==> src/hw/rtl/tsd_pkg.sv <==
`timescale 1ns / 1ps

package tsd_pkg;

    localparam int TENTHS_W = 14;
    localparam int DIGIT_W  = 4;
    localparam int SEG_W    = 8;

    // Item kinds as they arrive on the input channel.
    typedef enum logic {
        KIND_READING = 1'b0,
        KIND_TICK    = 1'b1
    } t_kind;

    // Scan positions, leftmost digit first.
    localparam logic [1:0] POS_HUNDREDS = 2'd0;
    localparam logic [1:0] POS_TENS     = 2'd1;
    localparam logic [1:0] POS_UNITS    = 2'd2;
    localparam logic [1:0] POS_TENTHS   = 2'd3;

    localparam logic [SEG_W-1:0]    SEG_MINUS   = 8'hBF;
    localparam logic [SEG_W-1:0]    SEG_DP_MASK = 8'h7F;
    localparam logic [SEG_W-1:0]    SEG_BLANK   = 8'hFF;
    localparam logic [TENTHS_W-1:0] TENTHS_MAX  = 14'd9999;
    localparam logic [15:0]         DWELL_RESET = 16'd1000;

    // One classified item as it travels from the front end to the back end.
    typedef struct packed {
        t_kind               kind;
        logic                neg;
        logic [TENTHS_W-1:0] tenths;
        logic [DIGIT_W-1:0]  d_thou;
        logic [DIGIT_W-1:0]  d_hund;
        logic [DIGIT_W-1:0]  d_tens;
        logic [DIGIT_W-1:0]  d_unit;
    } t_item;

    // Active-low common-anode glyphs, decimal point off.
    function automatic logic [SEG_W-1:0] digit_glyph(input logic [DIGIT_W-1:0] d);
        logic [SEG_W-1:0] g;
        case (d)
            4'd0: g = 8'hC0;
            4'd1: g = 8'hF9;
            4'd2: g = 8'hA4;
            4'd3: g = 8'hB0;
            4'd4: g = 8'h99;
            4'd5: g = 8'h92;
            4'd6: g = 8'h82;
            4'd7: g = 8'hF8;
            4'd8: g = 8'h80;
            4'd9: g = 8'h90;
            default: g = SEG_BLANK;
        endcase
        return g;
    endfunction

endpackage

==> src/hw/rtl/temperature_seven_segment_driver.sv <==
`timescale 1ns / 1ps

// Temperature display driver for a four-digit common-anode seven-segment panel.
// Input channel (i_in_valid / o_in_ready): each transaction is either a sensor
// reading (i_kind = 0, i_raw_reading in signed 1/16 degree steps) or a scan tick
// (i_kind = 1). Every input transaction yields exactly one output transaction on
// (o_out_valid / i_out_ready): the lit digit, its active-low segments, the stored
// sign and the stored magnitude in tenths of a degree, saturated at 9999 tenths.
// The configuration channel (i_cfg_valid / o_cfg_ready) writes dwell_ticks, the
// number of ticks each digit stays lit; write it only while the block is idle.
// Each result passes two front-end stages (scaling, then decimal split by
// reciprocal multiply) and the queue, and the back end loads its output
// register as it pops the queue. Throughput is one transaction per cycle
// while the receiver does not stall. When it stalls, the output register
// holds its result, the queue fills, and then the front end stops accepting;
// nothing is dropped.
// Reset (synchronous, active low) empties the pipeline and queue, clears the
// stored reading to positive zero, returns the scan to the leftmost digit and
// sets dwell_ticks to 1000.
module temperature_seven_segment_driver #(
    parameter int FIFO_DEPTH = 2
) (
    input  logic                 i_clk,
    input  logic                 i_rst_n,
    input  logic                 i_in_valid,
    output logic                 o_in_ready,
    input  logic                 i_kind,
    input  logic signed [15:0]   i_raw_reading,
    output logic                 o_out_valid,
    input  logic                 i_out_ready,
    output logic [3:0]           o_digit_select,
    output logic [7:0]           o_segments,
    output logic                 o_is_negative,
    output logic [13:0]          o_tenths_value,
    input  logic                 i_cfg_valid,
    output logic                 o_cfg_ready,
    input  logic [15:0]          i_cfg_dwell_ticks
);

    logic [15:0] r_dwell_ticks;

    logic           w_front_valid;
    logic           w_front_ready;
    tsd_pkg::t_item w_front_item;
    logic           w_queue_valid;
    logic           w_queue_ready;
    tsd_pkg::t_item w_queue_item;

    // The configuration register accepts a write in any cycle.
    assign o_cfg_ready = 1'b1;

    always_ff @(posedge i_clk) begin
        if (!i_rst_n) begin
            r_dwell_ticks <= tsd_pkg::DWELL_RESET;
        end else if (i_cfg_valid) begin
            r_dwell_ticks <= i_cfg_dwell_ticks;
        end
    end

    // Front end: accepts transactions and converts readings to decimal digits.
    tsd_front u_front (
        .i_clk         (i_clk),
        .i_rst_n       (i_rst_n),
        .i_valid       (i_in_valid),
        .o_ready       (o_in_ready),
        .i_kind        (i_kind),
        .i_raw_reading (i_raw_reading),
        .o_valid       (w_front_valid),
        .i_ready       (w_front_ready),
        .o_item        (w_front_item)
    );

    // Queue between the two halves so each side can stall independently.
    tsd_fifo #(
        .DEPTH (FIFO_DEPTH)
    ) u_fifo (
        .i_clk   (i_clk),
        .i_rst_n (i_rst_n),
        .i_valid (w_front_valid),
        .o_ready (w_front_ready),
        .i_item  (w_front_item),
        .o_valid (w_queue_valid),
        .i_ready (w_queue_ready),
        .o_item  (w_queue_item)
    );

    // Back end: holds the display state, runs the scan and drives the result.
    tsd_back u_back (
        .i_clk          (i_clk),
        .i_rst_n        (i_rst_n),
        .i_valid        (w_queue_valid),
        .o_ready        (w_queue_ready),
        .i_item         (w_queue_item),
        .i_dwell_ticks  (r_dwell_ticks),
        .o_valid        (o_out_valid),
        .i_out_ready    (i_out_ready),
        .o_digit_select (o_digit_select),
        .o_segments     (o_segments),
        .o_is_negative  (o_is_negative),
        .o_tenths_value (o_tenths_value)
    );

endmodule

==> src/hw/rtl/tsd_front.sv <==
`timescale 1ns / 1ps

module tsd_front (
    input  logic                i_clk,
    input  logic                i_rst_n,
    input  logic                i_valid,
    output logic                o_ready,
    input  logic                i_kind,
    input  logic signed [15:0]  i_raw_reading,
    output logic                o_valid,
    input  logic                i_ready,
    output tsd_pkg::t_item      o_item
);

    // Stage 1: magnitude in tenths, floor(|raw| * 5 / 8), saturated.
    logic [16:0] w_mag;
    logic [19:0] w_scaled;
    logic [16:0] w_quot;
    logic [tsd_pkg::TENTHS_W-1:0] w_tenths;

    logic                         r_s1_valid;
    tsd_pkg::t_kind               r_s1_kind;
    logic                         r_s1_neg;
    logic [tsd_pkg::TENTHS_W-1:0] r_s1_tenths;

    logic           r_s2_valid;
    tsd_pkg::t_item r_s2_item;

    logic w_s2_adv;
    logic w_s1_adv;

    always_comb begin
        if (i_raw_reading[15]) begin
            w_mag = 17'd0 - {i_raw_reading[15], i_raw_reading};
        end else begin
            w_mag = {1'b0, i_raw_reading};
        end
        w_scaled = {1'b0, w_mag, 2'b00} + {3'b000, w_mag};
        w_quot   = w_scaled[19:3];
        if (w_quot > 17'(tsd_pkg::TENTHS_MAX)) begin
            w_tenths = tsd_pkg::TENTHS_MAX;
        end else begin
            w_tenths = w_quot[tsd_pkg::TENTHS_W-1:0];
        end
    end

    assign w_s2_adv = !r_s2_valid || i_ready;
    assign w_s1_adv = !r_s1_valid || w_s2_adv;
    assign o_ready  = w_s1_adv;

    always_ff @(posedge i_clk) begin
        if (!i_rst_n) begin
            r_s1_valid <= 1'b0;
        end else if (w_s1_adv) begin
            r_s1_valid <= i_valid;
        end
    end

    always_ff @(posedge i_clk) begin
        if (w_s1_adv && i_valid) begin
            r_s1_kind   <= tsd_pkg::t_kind'(i_kind);
            r_s1_neg    <= i_raw_reading[15];
            r_s1_tenths <= w_tenths;
        end
    end

    // Stage 2: decimal split by reciprocal multiplication. For values up to
    // 9999 each quotient is exact; the thousands digit is its quotient, and every
    // other digit is a quotient minus ten times the next coarser quotient.
    logic [26:0] w_p_thou;
    logic [25:0] w_p_hund;
    logic [25:0] w_p_tens;
    logic [3:0]  w_q_thou;
    logic [6:0]  w_q_hund;
    logic [9:0]  w_q_tens;
    logic [6:0]  w_r_hund;
    logic [9:0]  w_r_tens;
    logic [tsd_pkg::TENTHS_W-1:0] w_r_unit;
    tsd_pkg::t_item w_item;

    always_comb begin
        w_p_thou = 27'(r_s1_tenths) * 27'd8389;
        w_p_hund = 26'(r_s1_tenths) * 26'd5243;
        w_p_tens = 26'(r_s1_tenths) * 26'd6554;
        w_q_thou = w_p_thou[26:23];
        w_q_hund = w_p_hund[25:19];
        w_q_tens = w_p_tens[25:16];
        w_r_hund = w_q_hund - 7'(w_q_thou) * 7'd10;
        w_r_tens = w_q_tens - 10'(w_q_hund) * 10'd10;
        w_r_unit = r_s1_tenths - 14'(w_q_tens) * 14'd10;

        w_item.kind   = r_s1_kind;
        w_item.neg    = r_s1_neg;
        w_item.tenths = r_s1_tenths;
        w_item.d_thou = w_q_thou;
        w_item.d_hund = w_r_hund[3:0];
        w_item.d_tens = w_r_tens[3:0];
        w_item.d_unit = w_r_unit[3:0];
    end

    always_ff @(posedge i_clk) begin
        if (!i_rst_n) begin
            r_s2_valid <= 1'b0;
        end else if (w_s2_adv) begin
            r_s2_valid <= r_s1_valid;
        end
    end

    always_ff @(posedge i_clk) begin
        if (w_s2_adv && r_s1_valid) begin
            r_s2_item <= w_item;
        end
    end

    assign o_valid = r_s2_valid;
    assign o_item  = r_s2_item;

endmodule

==> src/hw/rtl/tsd_fifo.sv <==
`timescale 1ns / 1ps

module tsd_fifo #(
    parameter int DEPTH = 2
) (
    input  logic           i_clk,
    input  logic           i_rst_n,
    input  logic           i_valid,
    output logic           o_ready,
    input  tsd_pkg::t_item i_item,
    output logic           o_valid,
    input  logic           i_ready,
    output tsd_pkg::t_item o_item
);

    localparam int AW = (DEPTH > 1) ? $clog2(DEPTH) : 1;
    localparam int CW = $clog2(DEPTH + 1);

    tsd_pkg::t_item r_mem [DEPTH];
    logic [AW-1:0]  r_wr_ptr;
    logic [AW-1:0]  r_rd_ptr;
    logic [CW-1:0]  r_count;

    logic w_push;
    logic w_pop;

    assign o_ready = (r_count != CW'(DEPTH));
    assign o_valid = (r_count != '0);
    assign w_push  = i_valid && o_ready;
    assign w_pop   = o_valid && i_ready;
    assign o_item  = r_mem[r_rd_ptr];

    always_ff @(posedge i_clk) begin
        if (w_push) begin
            r_mem[r_wr_ptr] <= i_item;
        end
    end

    always_ff @(posedge i_clk) begin
        if (!i_rst_n) begin
            r_wr_ptr <= '0;
            r_rd_ptr <= '0;
            r_count  <= '0;
        end else begin
            if (w_push) begin
                r_wr_ptr <= (r_wr_ptr == AW'(DEPTH - 1)) ? '0 : r_wr_ptr + 1'b1;
            end
            if (w_pop) begin
                r_rd_ptr <= (r_rd_ptr == AW'(DEPTH - 1)) ? '0 : r_rd_ptr + 1'b1;
            end
            if (w_push && !w_pop) begin
                r_count <= r_count + 1'b1;
            end else if (w_pop && !w_push) begin
                r_count <= r_count - 1'b1;
            end
        end
    end

endmodule

==> src/hw/rtl/tsd_back.sv <==
`timescale 1ns / 1ps

module tsd_back (
    input  logic                          i_clk,
    input  logic                          i_rst_n,
    input  logic                          i_valid,
    output logic                          o_ready,
    input  tsd_pkg::t_item                i_item,
    input  logic [15:0]                   i_dwell_ticks,
    output logic                          o_valid,
    input  logic                          i_out_ready,
    output logic [3:0]                    o_digit_select,
    output logic [tsd_pkg::SEG_W-1:0]     o_segments,
    output logic                          o_is_negative,
    output logic [tsd_pkg::TENTHS_W-1:0]  o_tenths_value
);

    // Display state.
    logic                         r_neg, n_neg;
    logic [tsd_pkg::TENTHS_W-1:0] r_tenths, n_tenths;
    logic [tsd_pkg::DIGIT_W-1:0]  r_d_thou, n_d_thou;
    logic [tsd_pkg::DIGIT_W-1:0]  r_d_hund, n_d_hund;
    logic [tsd_pkg::DIGIT_W-1:0]  r_d_tens, n_d_tens;
    logic [tsd_pkg::DIGIT_W-1:0]  r_d_unit, n_d_unit;
    logic [1:0]                   r_scan, n_scan;
    logic [15:0]                  r_count, n_count;

    // Output register.
    logic                         r_out_valid, n_out_valid;
    logic [3:0]                   r_out_sel, n_out_sel;
    logic [tsd_pkg::SEG_W-1:0]    r_out_seg, n_out_seg;
    logic                         r_out_neg, n_out_neg;
    logic [tsd_pkg::TENTHS_W-1:0] r_out_tenths, n_out_tenths;

    logic        w_pop;
    logic        w_is_reading;
    logic        w_is_tick;
    logic [15:0] w_limit;
    logic [16:0] w_next_count;
    logic        w_wrap;

    assign o_ready      = !r_out_valid || i_out_ready;
    assign w_pop        = i_valid && o_ready;
    assign w_is_reading = (i_item.kind == tsd_pkg::KIND_READING);
    assign w_is_tick    = (i_item.kind == tsd_pkg::KIND_TICK);
    assign w_limit      = (i_dwell_ticks == 16'd0) ? 16'd1 : i_dwell_ticks;
    assign w_next_count = {1'b0, r_count} + 17'd1;
    assign w_wrap       = (w_next_count >= {1'b0, w_limit});

    // State update: a reading replaces the value, a tick steps the dwell count or, at its end, the scan.
    always_comb begin
        n_neg    = r_neg;
        n_tenths = r_tenths;
        n_d_thou = r_d_thou;
        n_d_hund = r_d_hund;
        n_d_tens = r_d_tens;
        n_d_unit = r_d_unit;
        n_scan   = r_scan;
        n_count  = r_count;
        if (w_pop && w_is_reading) begin
            n_neg    = i_item.neg;
            n_tenths = i_item.tenths;
            n_d_thou = i_item.d_thou;
            n_d_hund = i_item.d_hund;
            n_d_tens = i_item.d_tens;
            n_d_unit = i_item.d_unit;
        end
        if (w_pop && w_is_tick) begin
            if (w_wrap) begin
                n_scan  = r_scan + 2'd1;
                n_count = '0;
            end else begin
                n_count = w_next_count[15:0];
            end
        end
    end

    // Result: the digit lit now, built from the value after this item.
    always_comb begin
        n_out_valid  = r_out_valid;
        n_out_sel    = r_out_sel;
        n_out_seg    = r_out_seg;
        n_out_neg    = r_out_neg;
        n_out_tenths = r_out_tenths;
        if (i_out_ready) begin
            n_out_valid = 1'b0;
        end
        if (w_pop) begin
            n_out_valid  = 1'b1;
            n_out_sel    = 4'b1000 >> r_scan;
            n_out_neg    = n_neg;
            n_out_tenths = n_tenths;
            case (r_scan)
                tsd_pkg::POS_HUNDREDS: begin
                    n_out_seg = n_neg ? tsd_pkg::SEG_MINUS : tsd_pkg::digit_glyph(n_d_thou);
                end
                tsd_pkg::POS_TENS: begin
                    n_out_seg = tsd_pkg::digit_glyph(n_d_hund);
                end
                tsd_pkg::POS_UNITS: begin
                    n_out_seg = tsd_pkg::digit_glyph(n_d_tens) & tsd_pkg::SEG_DP_MASK;
                end
                tsd_pkg::POS_TENTHS: begin
                    n_out_seg = tsd_pkg::digit_glyph(n_d_unit);
                end
                default: begin
                    n_out_seg = tsd_pkg::SEG_BLANK;
                end
            endcase
        end
    end

    always_ff @(posedge i_clk) begin
        if (!i_rst_n) begin
            r_neg       <= 1'b0;
            r_tenths    <= '0;
            r_d_thou    <= '0;
            r_d_hund    <= '0;
            r_d_tens    <= '0;
            r_d_unit    <= '0;
            r_scan      <= tsd_pkg::POS_HUNDREDS;
            r_count     <= '0;
            r_out_valid <= 1'b0;
        end else begin
            r_neg       <= n_neg;
            r_tenths    <= n_tenths;
            r_d_thou    <= n_d_thou;
            r_d_hund    <= n_d_hund;
            r_d_tens    <= n_d_tens;
            r_d_unit    <= n_d_unit;
            r_scan      <= n_scan;
            r_count     <= n_count;
            r_out_valid <= n_out_valid;
        end
    end

    always_ff @(posedge i_clk) begin
        r_out_sel    <= n_out_sel;
        r_out_seg    <= n_out_seg;
        r_out_neg    <= n_out_neg;
        r_out_tenths <= n_out_tenths;
    end

    assign o_valid        = r_out_valid;
    assign o_digit_select = r_out_sel;
    assign o_segments     = r_out_seg;
    assign o_is_negative  = r_out_neg;
    assign o_tenths_value = r_out_tenths;

    a_sel_onehot: assert property (@(posedge i_clk) disable iff (!i_rst_n)
        r_out_valid |-> $onehot(r_out_sel))
        else $error("digit select is not one-hot on a valid result");

    a_reading_stored: assert property (@(posedge i_clk) disable iff (!i_rst_n)
        (w_pop && w_is_reading) |=>
            (r_tenths == $past(i_item.tenths)) && (r_neg == $past(i_item.neg)))
        else $error("reading not stored after its transaction");

    a_scan_advance: assert property (@(posedge i_clk) disable iff (!i_rst_n)
        (w_pop && w_is_tick && w_wrap) |=>
            (r_scan == $past(r_scan) + 2'd1) && (r_count == 16'd0))
        else $error("scan did not advance at the end of a dwell period");

    a_tenths_range: assert property (@(posedge i_clk) disable iff (!i_rst_n)
        r_tenths <= tsd_pkg::TENTHS_MAX)
        else $error("stored magnitude above saturation limit");

endmodule

==> config.mk <==
export PLATFORM = sky130hd
export DESIGN_NAME = temperature_seven_segment_driver
export DESIGN_NICKNAME = d
export VERILOG_FILES = /design/src/hw/rtl/tsd_pkg.sv /design/src/hw/rtl/temperature_seven_segment_driver.sv /design/src/hw/rtl/tsd_front.sv /design/src/hw/rtl/tsd_fifo.sv /design/src/hw/rtl/tsd_back.sv
export SDC_FILE = /design/constraint.sdc
export NUM_CORES = 1
export LEC_CHECK = 0
export BUFFER_PORTS_ARGS = -buffer_cell sky130_fd_sc_hd__buf_2
export CORE_ASPECT_RATIO = 0.6
export CORE_MARGIN = 2
export CORE_UTILIZATION = 46
export CTS_CLUSTER_SIZE = 10
export DETAILED_ROUTE_END_ITERATION = 7
export PLACE_DENSITY = 0.59
export SKIP_LAST_GASP = 1
export SLEW_MARGIN = 20
export SYNTH_ARGS = -nofsm -noshare
export SYNTH_HDL_FRONTEND = slang
export SYNTH_SLANG_ARGS = --single-unit
==> constraint.sdc <==
create_clock -name i_clk -period 7.8 [get_ports i_clk]
set_clock_uncertainty 0.15 [all_clocks]
set_input_delay 1.56 -clock i_clk [delete_from_list [all_inputs] [get_ports i_clk]]
set_output_delay 1.56 -clock i_clk [all_outputs]
set_load 0.01 [all_outputs]
Word level (Yosys, flattened, before mapping)
Memories as Yosys holds them, arrays and structs flattened. A register that Yosys moved wholly into a read port is not among the register bits.
Cells that the tools add are included.
Cells by class
  order comparisons: 2
  reduce and logical (&&, ||, !) cells: 22
  $mul: 6
  bitwise gates (word level): 1
  shift operators: 1
  muxes and demuxes: 21
  $add $sub $neg: 11
  eq/ne operators: 4
Operator list (count)
  16-bit two-way mux: 2
  8-bit one-hot mux with 4 select lines: 1
  14-bit by 14-bit multiplier with 27-bit output, second input constant: 1
  14-bit by 13-bit multiplier with 26-bit output, second input constant: 1
  14-bit by 12-bit multiplier with 25-bit output, second input constant: 1
  19-bit by 17-bit adder with 20-bit output: 1
  16-bit by 1-bit adder with 17-bit output, second input constant: 1
  17-bit by 16-bit >= comparator with 1-bit output: 1
  17-bit by 14-bit greater-than comparator with 1-bit output, second input constant: 1
  17-bit two-way mux: 1
  1-bit by 16-bit subtractor with 17-bit output, first input constant: 1
  16-bit logical NOT: 1
  4-bit two-way mux: 4
  14-bit two-way mux: 1
  4-bit subtractor: 3
  10-bit by 3-bit multiplier with 3-bit output, second input constant: 1
  1-bit two-way mux: 9
  1-bit logical AND: 8
  8-bit two-way mux: 1
  7-bit by 3-bit multiplier with 3-bit output, second input constant: 1
  2-bit nonzero test: 3
  1-bit logical NOT: 5
  2-bit by 1-bit adder with 2-bit output, second input constant: 2
  2-bit == test, second input constant: 2
  other kinds (11): 15
Word-level totals
  input port bits: 38
  output and inout bits: 30
  memories: 5
  bits in read-only memories: 448
  word-level logic and storage cells: 102
  memory bits (writable): 64
  register bits: 147
Memory list
  (no name shown): words 16, width 7, read ports 1, clocked after memory_dff 0, write ports 0, line tsd_pkg.sv:41  | case (d)
  (no name shown): words 16, width 7, read ports 1, clocked after memory_dff 0, write ports 0, line tsd_pkg.sv:41
  (no name shown): words 16, width 7, read ports 1, clocked after memory_dff 0, write ports 0, line tsd_pkg.sv:41
  (no name shown): words 16, width 7, read ports 1, clocked after memory_dff 0, write ports 0, line tsd_pkg.sv:41
  u_fifo.r_mem: words 2, width 32, read ports 1, clocked after memory_dff 1, write ports 1, line tsd_fifo.sv:19  | tsd_pkg::t_item r_mem [DEPTH];

Logic depth before layout (Yosys ltp)
Gate-level depths: netlist of run 1.
An unclocked memory read counts as a cell.
  word-level depth: 8
  gate-level depth with buffers: 27

Hierarchy
From an unflattened synthesis of run 1, not the netlist that was laid out.
Second synthesis, totals
  cell total of the unflattened synthesis: 1731
  area total of the unflattened synthesis: 18093.6 µm²
By module, submodules not included
  tsd_front: cells each 1022, area each 10030.9 µm², sequential area each 1451.4 µm², times used 1
  tsd_back: cells each 532, area each 4899.7 µm², sequential area each 1811.7 µm², times used 1
  tsd_fifo: cells each 124, area each 2551.2 µm², sequential area each 2021.9 µm², times used 1
  temperature_seven_segment_driver: cells each 53, area each 611.8 µm², sequential area each 320.3 µm², times used 1

Worst setup path before layout of run 1
Ideal clock, no wire load.
  kind: register -> register
  start: reg u_front.r_s1_tenths[8] (netlist name)
  end: reg u_front.r_s2_item, in the netlist u_front.o_item[11] (data pin)
  slack: 1271 ps
  arrival: 6121 ps
  data required time: 7392 ps
  buffers on the path: 0
  stages on the path, launching flop included: 27
  period minus slack after synthesis: 6529 ps
  cells stage by stage: edfxtp_1 ha_1 inv_1 fa_1 inv_1 fa_1 inv_1 fa_1 fa_1 inv_1 ha_1 a21o_1 o21ai_0 o211ai_1 a211oi_1 o21ai_0 a211oi_1 or2_2 ha_1 inv_1 fa_1 xnor2_1 xnor2_1 xnor2_1 xnor2_1 xnor3_1 xnor2_1
On the way
  cells in the longest elaborated chain, start to end: 3
  elaborated cells between the ends (all ways): 4
  those cells by class: add/sub: 1; mul: 3
RTL lines
  from (decl): line tsd_front.sv:24  | logic [tsd_pkg::TENTHS_W-1:0] r_s1_tenths;
  from (signal assigned): line tsd_front.sv:63  | r_s1_tenths <= w_tenths;
  14-bit by 14-bit multiplier with 27-bit output: line tsd_front.sv:82  | w_p_thou = 27'(r_s1_tenths) * 27'd8389;
  4-bit by 3-bit multiplier with 3-bit output: line tsd_front.sv:88  | w_r_hund = w_q_hund - 7'(w_q_thou) * 7'd10;
  4-bit subtractor *: line tsd_front.sv:88
  via u_front.w_r_hund[3]: line tsd_front.sv:76  | logic [6:0] w_r_hund;
  to (signal assigned): line tsd_front.sv:111  | r_s2_item <= w_item;
  to (decl): line tsd_front.sv:27  | tsd_pkg::t_item r_s2_item;
Mark *: on every way through the listed nets, which the timed path passes. The rest lies on a longest branch.
A chain may end at the register's enable or synchronous reset.

Final worst setup path of run 1
  start: reg u_front.r_s1_tenths[3] (netlist name)
  end: reg u_front.r_s2_item, in the netlist u_front.o_item[11] (data pin)
The elaborated chain is that of the path after synthesis.

==> results of run 1 <==
-- flip-flops by register name, indices dropped and copies added (netlist names), 8 cells and up, named ones only --
signal and count:
u_back.r_count 16, u_back.o_segments 8, u_back.o_tenths_value 14, u_fifo.r_mem 62
u_front.o_item 31, r_dwell_ticks 16, u_back.r_tenths 14, u_front.r_s1_tenths 14
-- layout make-up --
cell class,instances,area (um^2)
fill,3401,18360
multi-input combinational,1088,10450
sequential,209,5545
inverter,320,1201
clock buffer,43,671.9
tap,513,641.9
timing repair buffer,87,488.0
clock inverter,1,16.27
-- cells in the mapped netlist, types with 26 or more instances --
library cell	n
inv_1	319
nor2_1	84
fa_1	130
edfxtp_1	136
a21oi_1	74
dfxtp_1	73
o21ai_0	31
nand3_1	28
ha_1	263
and2_1	26
nand2_1	70
xor2_1	29
clkbuf_1	26
mux2i_1	51
xnor2_1	46
-- stage by stage --
| step | area (um^2) | cells | setup slack (ns) | utilization | hold WS, ns |
|---|---|---|---|---|---|
| finish | 19010 | 2261 | 0.3551 | 0.5088 | 0.2750 |
| global route | 19010 | 2261 | 0.02634 | 0.5088 | 0.2935 |
| CTS | 19010 | 2261 | 0.4772 | 0.5088 | 0.2746 |
| detailed placement | 18320 | 2217 | 0.5109 | 0.4903 | 0.2617 |
| global placement | 18320 | 2217 | 0.7103 | 0.4903 | 0.2617 |
| floorplan | 17320 | 1653 | 1.271 | - | 0.2503 |
-- worst max-delay path, stage by stage (launching register included) --
cell and delay (ns):
edfxtp_1 0.74, ha_1 0.47, inv_1 0.09, fa_1 0.50, inv_1 0.05, ha_1 0.29
ha_1 0.28, inv_1 0.05, fa_1 0.53, inv_1 0.04, ha_1 0.29, and4_1 0.20
a221oi_1 0.59, o211ai_1 0.24, a211oi_1 0.31, o21ai_0 0.19, a211oi_1 0.35, or2_2 0.19
ha_1 0.16, inv_1 0.05, fa_1 0.38, xnor2_1 0.19, xnor2_1 0.16, xnor2_1 0.15
xnor2_1 0.14, xnor3_1 0.25, xnor2_1 0.14
-- metal layers --
metal,wire [um],share of wire,GRT usage
met3,3520,0.084,0.06412
met5,0,0,0
met2,15090,0.36,0.2768
met4,352,0.0084,0.02339
met1,22780,0.55,0.3642
-- cell families (layout without fill, tap and decap cells) --
logic type / Yosys count / count (layout)
mux: 71 / 71
xor+xnor: 77 / 77
simple gates: 309 / 309
fa+ha+maj: 393 / 393
compound gates: 236 / 236
flops: 209 / 209
other cells: 2 / 2
buf+inv: 356 / 451
-- path summary, 6_finish.rpt --
kind | cells after the start | endpoint | slack (ns) | startpoint
setup / recovery | 26 | u_front.o_item[11]$_DFFE_PP_ | 0.36 | u_front.r_s1_tenths[3]$_SDFFCE_PN1P_
hold / removal | 0 | u_front.o_item[31]$_DFFE_PP_ | 0.28 | u_front.r_s1_kind$_DFFE_PP_
setup reg to reg | 26 | u_front.o_item[11]$_DFFE_PP_ | 0.36 | u_front.r_s1_tenths[3]$_SDFFCE_PN1P_
hold reg to reg | 0 | u_front.o_item[31]$_DFFE_PP_ | 0.28 | u_front.r_s1_kind$_DFFE_PP_
==> results.sh, run 1 <==
export IMPL_route_detailed_drc=0
export IMPL_status="completed"
export IMPL_routabilityCongestion=0.9428
export IMPL_ant_nets=0
export IMPL_cts_max_level=1
export IMPL_max_freq_ghz=0.1343
export IMPL_ys_async_sr_fraction=0
export IMPL_fin_crit_sh=0.9545
export IMPL_synth_fa_ha_area_frac=0.3402
export IMPL_grt_overflow=0
export IMPL_wl_per_cell_um=18.46
export IMPL_final_setup_viol_count=0
export IMPL_track_usage=0.2183
export IMPL_clockBufferDepth=3
export IMPL_finalHoldViolations=0
export IMPL_vias_per_cell=5.216
export IMPL_root_buffer="clkbuf_16"
export IMPL_synthTopCellsByArea="edfxtp_1 (24%), ha_1 (19%), fa_1 (15%), dfxtp_1 (8.4%), inv_1 (6.9%)"
export IMPL_worst_pin_slew_ns=0.9198
export IMPL_final_cell_mix="inv_1 (319), ha_1 (263), edfxtp_1 (136), fa_1 (130), nor2_1 (82)"
export IMPL_placementRows=55
export IMPL_clkSlewWorstSetupHoldPaths_ns=0.06
export IMPL_drv_slew=0
export IMPL_grt_pass1_vias=11810
export IMPL_cts_resized=0
export IMPL_dieArea_um2=39280
export IMPL_vias=11794
export IMPL_grt_max_degree=40
export IMPL_post_cts_setup_buffers=0
export IMPL_grt_setup_unrepaired="no"
export IMPL_io_pins=68
export IMPL_critical_path_max_fanout=11
export IMPL_first_iter_violations=820
export IMPL_start_util=0.4636
export IMPL_drive_gt1_frac=0.08867
export IMPL_avgSynthCellArea_um2=10.48
export IMPL_area_growth_pct=9.735
export IMPL_period_minus_slack_ns=7.445
export IMPL_ys_flop_type="edfxtp_1"
export IMPL_hpwlAfterDp_um=33650
export IMPL_port_buffers=66
export IMPL_synth_area_um2=17320
export IMPL_synth_compound_area_frac=0.08905
export IMPL_fin_nets=2161
export IMPL_hp_class="flip-flop to flip-flop"
export IMPL_synth_seq_cells=209
export IMPL_yosysTopAreaCell="edfxtp_1"
export IMPL_antenna_found_initial=0
export IMPL_die_h_um=154.3
export IMPL_die_x_um=254.5
export IMPL_clock_latency_ns=0.52
export IMPL_core_area_um2=37370
export IMPL_wl_um=41740
export IMPL_grt_pass1_wl_um=66230
export IMPL_maxCapViolations=0
export IMPL_synth_edf_count=136
export IMPL_cts_hold_buf=0
export IMPL_cts_buffers=24
export IMPL_layout_commonest_cell="inv_1"
export IMPL_setup_tns_ns=0
export IMPL_diodes=0
export IMPL_yosysWarnings=0
export IMPL_synth_mux_area_frac=0.04247
export IMPL_worstPathRequired_ns=7.92
export IMPL_synth_cell_types=71
export IMPL_crit_type="flip-flop to flip-flop"
export IMPL_cp_arrival_ns=7.56
export IMPL_tritoncts="done"
export IMPL_cts_sinks=209
export IMPL_setup_worst_path_start_class="flip-flop"
export IMPL_synthCells=1653
export IMPL_synthesis_nets=2084
export IMPL_relSlewSlack=0.3692
export IMPL_synth_top_cell_area_share=0.2357
export IMPL_synth_xor_area_share=0.04052
export IMPL_yosys_area_share_simple=0.08963
export IMPL_ys_seq_area_frac=0.3201
export IMPL_synth_top_family_by_area="adder cells"
export IMPL_drtPass1Iterations=5
export IMPL_crit_path_end_kind="flip-flop"
Power of run 1 is left out: the tool's default activity adds up to more than one toggle a clock period on the data nets, which glitch-free logic cannot reach.
==> run 2, diff against run 1 <==
--- a/config.mk
+++ b/config.mk
@@ -5,6 +5,7 @@
 export SDC_FILE = /design/constraint.sdc
 export NUM_CORES = 1
 export LEC_CHECK = 0
+export ABC_CLOCK_PERIOD_IN_PS = 7800
 export BUFFER_PORTS_ARGS = -buffer_cell sky130_fd_sc_hd__buf_2
 export CORE_ASPECT_RATIO = 0.6
 export CORE_MARGIN = 2
@@ -12,6 +13,7 @@
 export CTS_CLUSTER_SIZE = 10
 export DETAILED_ROUTE_END_ITERATION = 7
 export PLACE_DENSITY = 0.59
+export REMOVE_ABC_BUFFERS = 1
 export SKIP_LAST_GASP = 1
 export SLEW_MARGIN = 20
 export SYNTH_ARGS = -nofsm -noshare
==> results.sh, run 2 (synthesis results as in run 1) <==
export IMPL_status="completed"
export IMPL_clkSlewWorstSetupHoldPaths_ns=0.06
export IMPL_grt_overflow=0
export IMPL_largest_reg_flops=62
export IMPL_dp_slack_ns=0.6553
export IMPL_start_util=0.4636
export IMPL_grt_setup_unrepaired="no"
export IMPL_placementRows=55
export IMPL_cts_buffers=24
export IMPL_worst_pin_slew_ns=1.061
export IMPL_setup_tns_ns=0
export IMPL_wl_per_cell_um=18.30
export IMPL_max_freq_ghz=0.1395
export IMPL_port_buffers=66
export IMPL_drv_slew=0
export IMPL_routabilityCongestion=0.9362
export IMPL_root_buffer="clkbuf_16"
export IMPL_critPathSlowestCell="edfxtp_1"
export IMPL_worstPathRequired_ns=7.93
export IMPL_critPathMaxStageDelay_ns=0.68
export IMPL_period_minus_slack_ns=7.167
export IMPL_core_area_um2=37370
export IMPL_die_h_um=154.3
export IMPL_layout_commonest_cell="inv_1"
export IMPL_vias_per_cell=5.115
export IMPL_track_usage=0.2175
export IMPL_cp_arrival_ns=7.29
export IMPL_hp_class="flip-flop to flip-flop"
export IMPL_fin_crit_sh=0.9188
export IMPL_regMostFlops="u_fifo.r_mem"
export IMPL_fillers=3339
export IMPL_antenna_found_initial=0
export IMPL_final_cell_mix="inv_1 (319), ha_1 (263), edfxtp_1 (136), fa_1 (130), nor2_1 (82)"
export IMPL_grt_max_degree=40
export IMPL_clockBufferDepth=3
export IMPL_cts_hold_buf=0
export IMPL_timing_final_ws_setup_ns=0.6330
export IMPL_route_detailed_drc=0
export IMPL_cts_sinks=209
export IMPL_clock_latency_ns=0.53
export IMPL_finalHoldViolations=0
export IMPL_fin_nets=2162
export IMPL_crit_type="flip-flop to flip-flop"
export IMPL_cts_max_level=1
export IMPL_seq_area_um2=5545
export IMPL_first_iter_violations=850
export IMPL_multi_input_area_um2=10460
export IMPL_relSlewSlack=0.2929
export IMPL_cts_resized=0
export IMPL_maxCapViolations=0
export IMPL_post_cts_setup_buffers=0
export IMPL_whs_ns=0.2851
export IMPL_setup_worst_path_start_class="flip-flop"
export IMPL_diodes=0
export IMPL_dieArea_um2=39280
export IMPL_area_growth_pct=9.858
export IMPL_die_x_um=254.5
export IMPL_critical_path_max_fanout=11
export IMPL_io_pins=68
export IMPL_ant_nets=0
export IMPL_grt_pass1_vias=11477
export IMPL_grt_pass1_wl_um=65650
export IMPL_tritoncts="done"
export IMPL_drtPass1Iterations=6
export IMPL_wl_um=41390
export IMPL_vias=11570
export IMPL_hpwlAfterDp_um=33250
export IMPL_drive_gt1_frac=0.08977
export IMPL_final_setup_viol_count=0
export IMPL_crit_path_end_kind="flip-flop"
[run 2: per-stage QoR]
| stage | util | cell area [um^2] | cells |
|---|---|---|---|
| 6_report | 0.5093 | 19030 | 2262 |
| 5_1_grt | 0.5093 | 19030 | 2262 |
| 4_1_cts | 0.5093 | 19030 | 2262 |
| 3_5_place_dp | 0.4909 | 18340 | 2218 |
| 3_3_place_gp | 0.4907 | 18340 | 2218 |
| 2_1_floorplan | - | 17180 | 1617 |
[run 2: metal layers]
metal  global-route usage  vias to the layer above  share of wire
met4              0.01894                        0         0.0058
li1                     -                     5754              -
met5                    0                        -              0
met2               0.2685                      277           0.35
met3              0.07186                       22          0.084
met1               0.3655                     5517           0.56
[run 2: worst paths after layout]
check | from | end | slack [ns] | cells past startpoint
min reg2reg | u_front.r_s1_kind$_DFFE_PP_ | u_front.o_item[31]$_DFFE_PP_ | 0.29 | 0
max | u_front.r_s1_tenths[3]$_SDFFCE_PN1P_ | u_front.o_item[11]$_DFFE_PP_ | 0.63 | 26
max reg2reg | u_front.r_s1_tenths[3]$_SDFFCE_PN1P_ | u_front.o_item[11]$_DFFE_PP_ | 0.63 | 26
min | u_front.r_s1_kind$_DFFE_PP_ | u_front.o_item[31]$_DFFE_PP_ | 0.29 | 0
[run 2: cell type report]
class                   instances  share of cell area
clock buffers                  43             0.03530
clock inverters                 1           0.0008546
inverters                     320             0.06311
multi-input cells            1088              0.5496
flip-flops and latches        209              0.2914
well taps                     513             0.03373
repair buffers                 88             0.02603
[run 2: critical path, delay by kind of cell, from the launching register on]
family | cells | cell delay (ns)
buffers and inverters | 5 | 0.27
DFF | 1 | 0.68
AOI/OAI and AO/OA | 5 | 1.53
xor gates and xnor gates | 6 | 1.06
adders and majority gates | 8 | 2.83
and+or+nand+nor | 2 | 0.39
Power of run 2 is left out for the same reason.
